[src/rtl/olps_pkg.sv]
// ----------------------------------------------------------------------------
// olps_pkg: shared types and constants for the open-loop pitch search
// Sample format, lag width, register indexes and reset values, and the
// beat format carried from the front queue to the search engine.
// ----------------------------------------------------------------------------
package olps_pkg;

  localparam int SAMPLE_BITS   = 16;
  localparam int LAG_W         = 9;
  localparam int MAX_FRAME_DEF = 512;
  localparam int QUEUE_DEPTH   = 4;
  localparam int CFG_IDX_W     = 1;

  localparam logic [LAG_W-1:0] MIN_LAG_RESET = 9'd20;
  localparam logic [LAG_W-1:0] MAX_LAG_RESET = 9'd143;

  typedef enum logic [CFG_IDX_W-1:0] {
    REG_MIN_LAG = 1'b0,
    REG_MAX_LAG = 1'b1
  } cfg_reg_t;

  typedef struct packed {
    logic signed [SAMPLE_BITS-1:0] sample;
    logic                          last;
  } olps_beat_t;

endpackage

[src/rtl/olps_front.sv]
// ----------------------------------------------------------------------------
// olps_front: input side of the pitch search
// Accepts sample beats, tags frame ends, and buffers them in a short queue
// so input can keep flowing while the search engine is busy.
// ----------------------------------------------------------------------------
module olps_front
  import olps_pkg::*;
(
  input  logic                          clk,
  input  logic                          rst,
  input  logic                          in_valid,
  output logic                          in_stall,
  input  logic signed [SAMPLE_BITS-1:0] sample,
  input  logic                          last,
  output logic                          q_valid,
  output olps_beat_t                    q_beat,
  input  logic                          q_pop
);

  localparam int QA_W = $clog2(QUEUE_DEPTH);

  olps_beat_t      queue [QUEUE_DEPTH];
  logic [QA_W:0]   wr_ptr;
  logic [QA_W:0]   rd_ptr;
  logic            full;
  logic            push;
  olps_beat_t      beat_in;

  assign full     = (wr_ptr[QA_W] != rd_ptr[QA_W]) &&
                    (wr_ptr[QA_W-1:0] == rd_ptr[QA_W-1:0]);
  assign in_stall = full;
  assign push     = in_valid && !full;
  assign q_valid  = (wr_ptr != rd_ptr);
  assign q_beat   = queue[rd_ptr[QA_W-1:0]];

  // classify: a beat carries the sample and whether it closes the frame
  always_comb begin
    beat_in.sample = sample;
    beat_in.last   = last;
  end

  always_ff @(posedge clk) begin
    if (rst) begin
      wr_ptr <= '0;
      rd_ptr <= '0;
    end else begin
      if (push) begin
        wr_ptr <= wr_ptr + 1'b1;
      end
      if (q_pop) begin
        rd_ptr <= rd_ptr + 1'b1;
      end
    end
  end

  always_ff @(posedge clk) begin
    if (push) begin
      queue[wr_ptr[QA_W-1:0]] <= beat_in;
    end
  end

endmodule

[config.mk]
export PLATFORM = sky130hd
export DESIGN_NAME = olps_front
export DESIGN_NICKNAME = d
export VERILOG_FILES = /design/src/rtl/olps_pkg.sv /design/src/rtl/olps_front.sv
export SDC_FILE = /design/constraint.sdc
export NUM_CORES = 1
export LEC_CHECK = 0
export BUFFER_PORTS_ARGS = -buffer_cell sky130_fd_sc_hd__clkbuf_2
export CAP_MARGIN = 10
export CELL_PAD_IN_SITES_DETAIL_PLACEMENT = 1
export CELL_PAD_IN_SITES_GLOBAL_PLACEMENT = 2
export CORE_MARGIN = 8
export CORE_UTILIZATION = 38
export DETAILED_ROUTE_END_ITERATION = 8
export PLACE_DENSITY_LB_ADDON = 0.1
export SETUP_SLACK_MARGIN = 0.4
export SYNTH_ARGS = -nofsm -noshare
export SYNTH_HDL_FRONTEND = slang
export SYNTH_SLANG_ARGS = --single-unit
[constraint.sdc]
create_clock -name clk -period 2.7 [get_ports clk]
set_input_delay 0.405 -clock clk [delete_from_list [all_inputs] [get_ports clk]]
set_output_delay 0.405 -clock clk [all_outputs]
set_load 0.05 [all_outputs]
==> impl_metrics.csv <==
group,metric,value,unit
outcome,outcome,"finished, final reports clean",
yosys,syn_nets,170,
clocking,clock_path_buffers,2,
final_layout,final_area,3502,µm²
yosys,yosys_most_used_dff,"edfxtp_1",
timing,finalMaxSlewViolations,0,
floorplanning,dieArea,10770,µm²
final_layout,fin_util,46.04,%
route,first_iter_violations,64,
global_routing,overflow,0,
clocking,cts_tree,"built",
yosys,synth_area_leaders,"edfxtp_1, mux4_2, dfxtp_1, ha_1, xnor2_1",
route,routed_via_density,4.921,
global_routing,grt_usage,11.57,%
route,routed_wl,5819,µm
timing,layout_setup_ws,0.5369,ns
timing,timing.slew.headroom,70.81,%
route,first_pass_iters,4,
global_routing,grt_antenna_before_repair,0,
floorplanning,rows,32,
yosys,synth_top_area_share,69.77,%
yosys,yosysSeqAreaShare,75.25,%
clocking,clk_latency,0.34,ns
timing,min_period,2.163,ns
placed_design,dp.cells,286,
global_routing,grt_max_degree,18,
final_layout,syn_to_final_growth,19.67,%
timing,hold_slack,0.2799,ns
floorplanning,ios,40,
final_layout,final_nets,221,
flow_run,max_cap_violations,0,
clocking,numClockSinks,76,
final_layout,fill_cells,742,
clocking,cts_inserted_buffers,9,
worst_setup_path,cp-start-kind,"register",
placed_design,port_buffers,39,
yosys,synth_common_cells,"edfxtp_1, mux4_2, dfxtp_1",
yosys,syn_area,2927,µm²
placed_design,place_ws,0.7922,ns
placed_design,gp_congestion,0.8194,
worst_setup_path,worstSetupPathType,"register to primary output",
route,vias,1486,
timing,finalHoldViolCount,0,
timing,max_freq,0.4623,GHz
route,drt_drc_violations_left,0,
placed_design,hpwlAfterDp,3843,µm
route,wl_per_cell,19.27,µm
final_layout,num_antenna_cells,0,
pwr,leakagePower,1.222,nW
timing,finalCritPeriodShare,80.12,%
pwr,power_density,863.8,nW/µm²
timing,final-setup-viol-count,0,
yosys,ys_ff_latch,76,
worst_setup_path,worstPathArrival,1.76,ns
yosys,yosysWarnings,0,
timing,skew,0.01065,ns
worst_setup_path,path_max_fanout,17,
route,ant_nets,0,
yosys,synth_top_area_cell,"edfxtp_1",
floorplanning,coreArea,7607,µm²
final_layout,stdcell_count,302,
yosys,synth_edf_count,68,
yosys,synth_cells,144,
worst_setup_path,cp.required,2.30,ns
floorplanning,start_util,38.47,%
timing,worstMarginPinSlew,0.4347,ns
floorplanning,die_w,103.8,µm
yosys,avgSynthCellArea,20.32,µm²
clocking,cts-root-buf,"clkbuf_8",
pwr,power,3.025,mW
yosys,async_reset_ff_share,0,%
timing,setup_tns,0,ns
placed_design,postPlaceCellArea,3277,µm²
pwr,peakVddDrop,0.0003083,V
worst_hold_path,hp-class,"primary input to register",
floorplanning,die_h,103.8,µm
yosys,synth.most_common_cell,"edfxtp_1",
final_layout,layout-drive-gt1-share,39.50,%
clocking,cts-htree-levels,3,
global_routing,grt_pass1_vias,1713,
global_routing,grt_first_pass_wirelength,9459,µm
yosys,ys_types,27,
clocking,clk_pin_slew,0.08,ns
timing,grt_setup_unrepaired,"false",
worst_setup_path,endpoint_kind,"primary output",
## worst max-delay path, stage by stage, from the launching register on
cell and delay, ns:
dfxtp_1 0.34, buf_6 0.26, mux4_2 0.56, clkbuf_2 0.26
## timing repair
item | 4_1_cts | 5_1_grt
setup buffers | 0 | 0
setup endpoints to repair | 0 | 14
resized for setup | 0 | 1
endpoints found under the hold margin | 0 | 0
hold buffers | 0 | 0
## kinds of logic after synthesis
logic type	count (synthesis)	synth area share, %
AOI/OAI and AO/OA	8	1.796
xor gates and xnor gates	8	2.394
adders and majority gates	5	2.138
buffers and inverters	8	1.240
DFF	76	75.25
muxes	18	13.42
and+or+nand+nor	21	3.762
## registers in the layout (all words and copies together) (netlist names), named ones only
register	count
wr_ptr	3
queue	68
rd_ptr	3
## final timing paths
check | from | endpoint | slack, ns | cells after the start
max | register | q_beat[16] | 0.54 | 3
min | sample[4] | queue[0][5] | 0.28 | 1
max reg2reg | wr_ptr[0] | queue[2][6] | 0.82 | 4
min reg2reg | wr_ptr[2] | wr_ptr[2] | 0.56 | 2
## layer usage
metal / part of all wire (%) / up-vias / global-route usage [%]
met2: 51 / 28 / 19.57
met3: 3.3 / 7 / 3.346
li1: - / 684 / -
met4: 1.6 / 0 / 5.895
met5: 0 / - / 0
met1: 44 / 767 / 13.05
## power breakdown
group	switching [mW]	leakage, nW	internal (mW)
Sequential	0.0492	0.690	1.41
Combinational	0.435	0.424	0.183
Clock	0.423	0.108	0.525
Total	0.907	1.22	2.12
## cell type report
type	instances	area, µm²	area share [%]
Timing Repair Buffer	45	244.0	6.967
Sequential cell	76	2202	62.88
Tap cell	102	127.6	3.644
Clock inverter	7	97.59	2.787
Inverter	3	11.26	0.3215
Clock buffer	9	123.9	3.537
Multi-Input combinational cell	60	695.7	19.86
## layout by cell type, fill, tap and decap left out, types with 4 or more instances in the layout
cell,n
xor2_1,4
edfxtp_1,68
mux4_2,17
clkbuf_8,9
nor2_1,4
dfxtp_1,8
buf_4,5
clkbuf_2,39
xnor2_1,4
ha_1,5
Note: power is estimated with default switching activity, not from simulation.
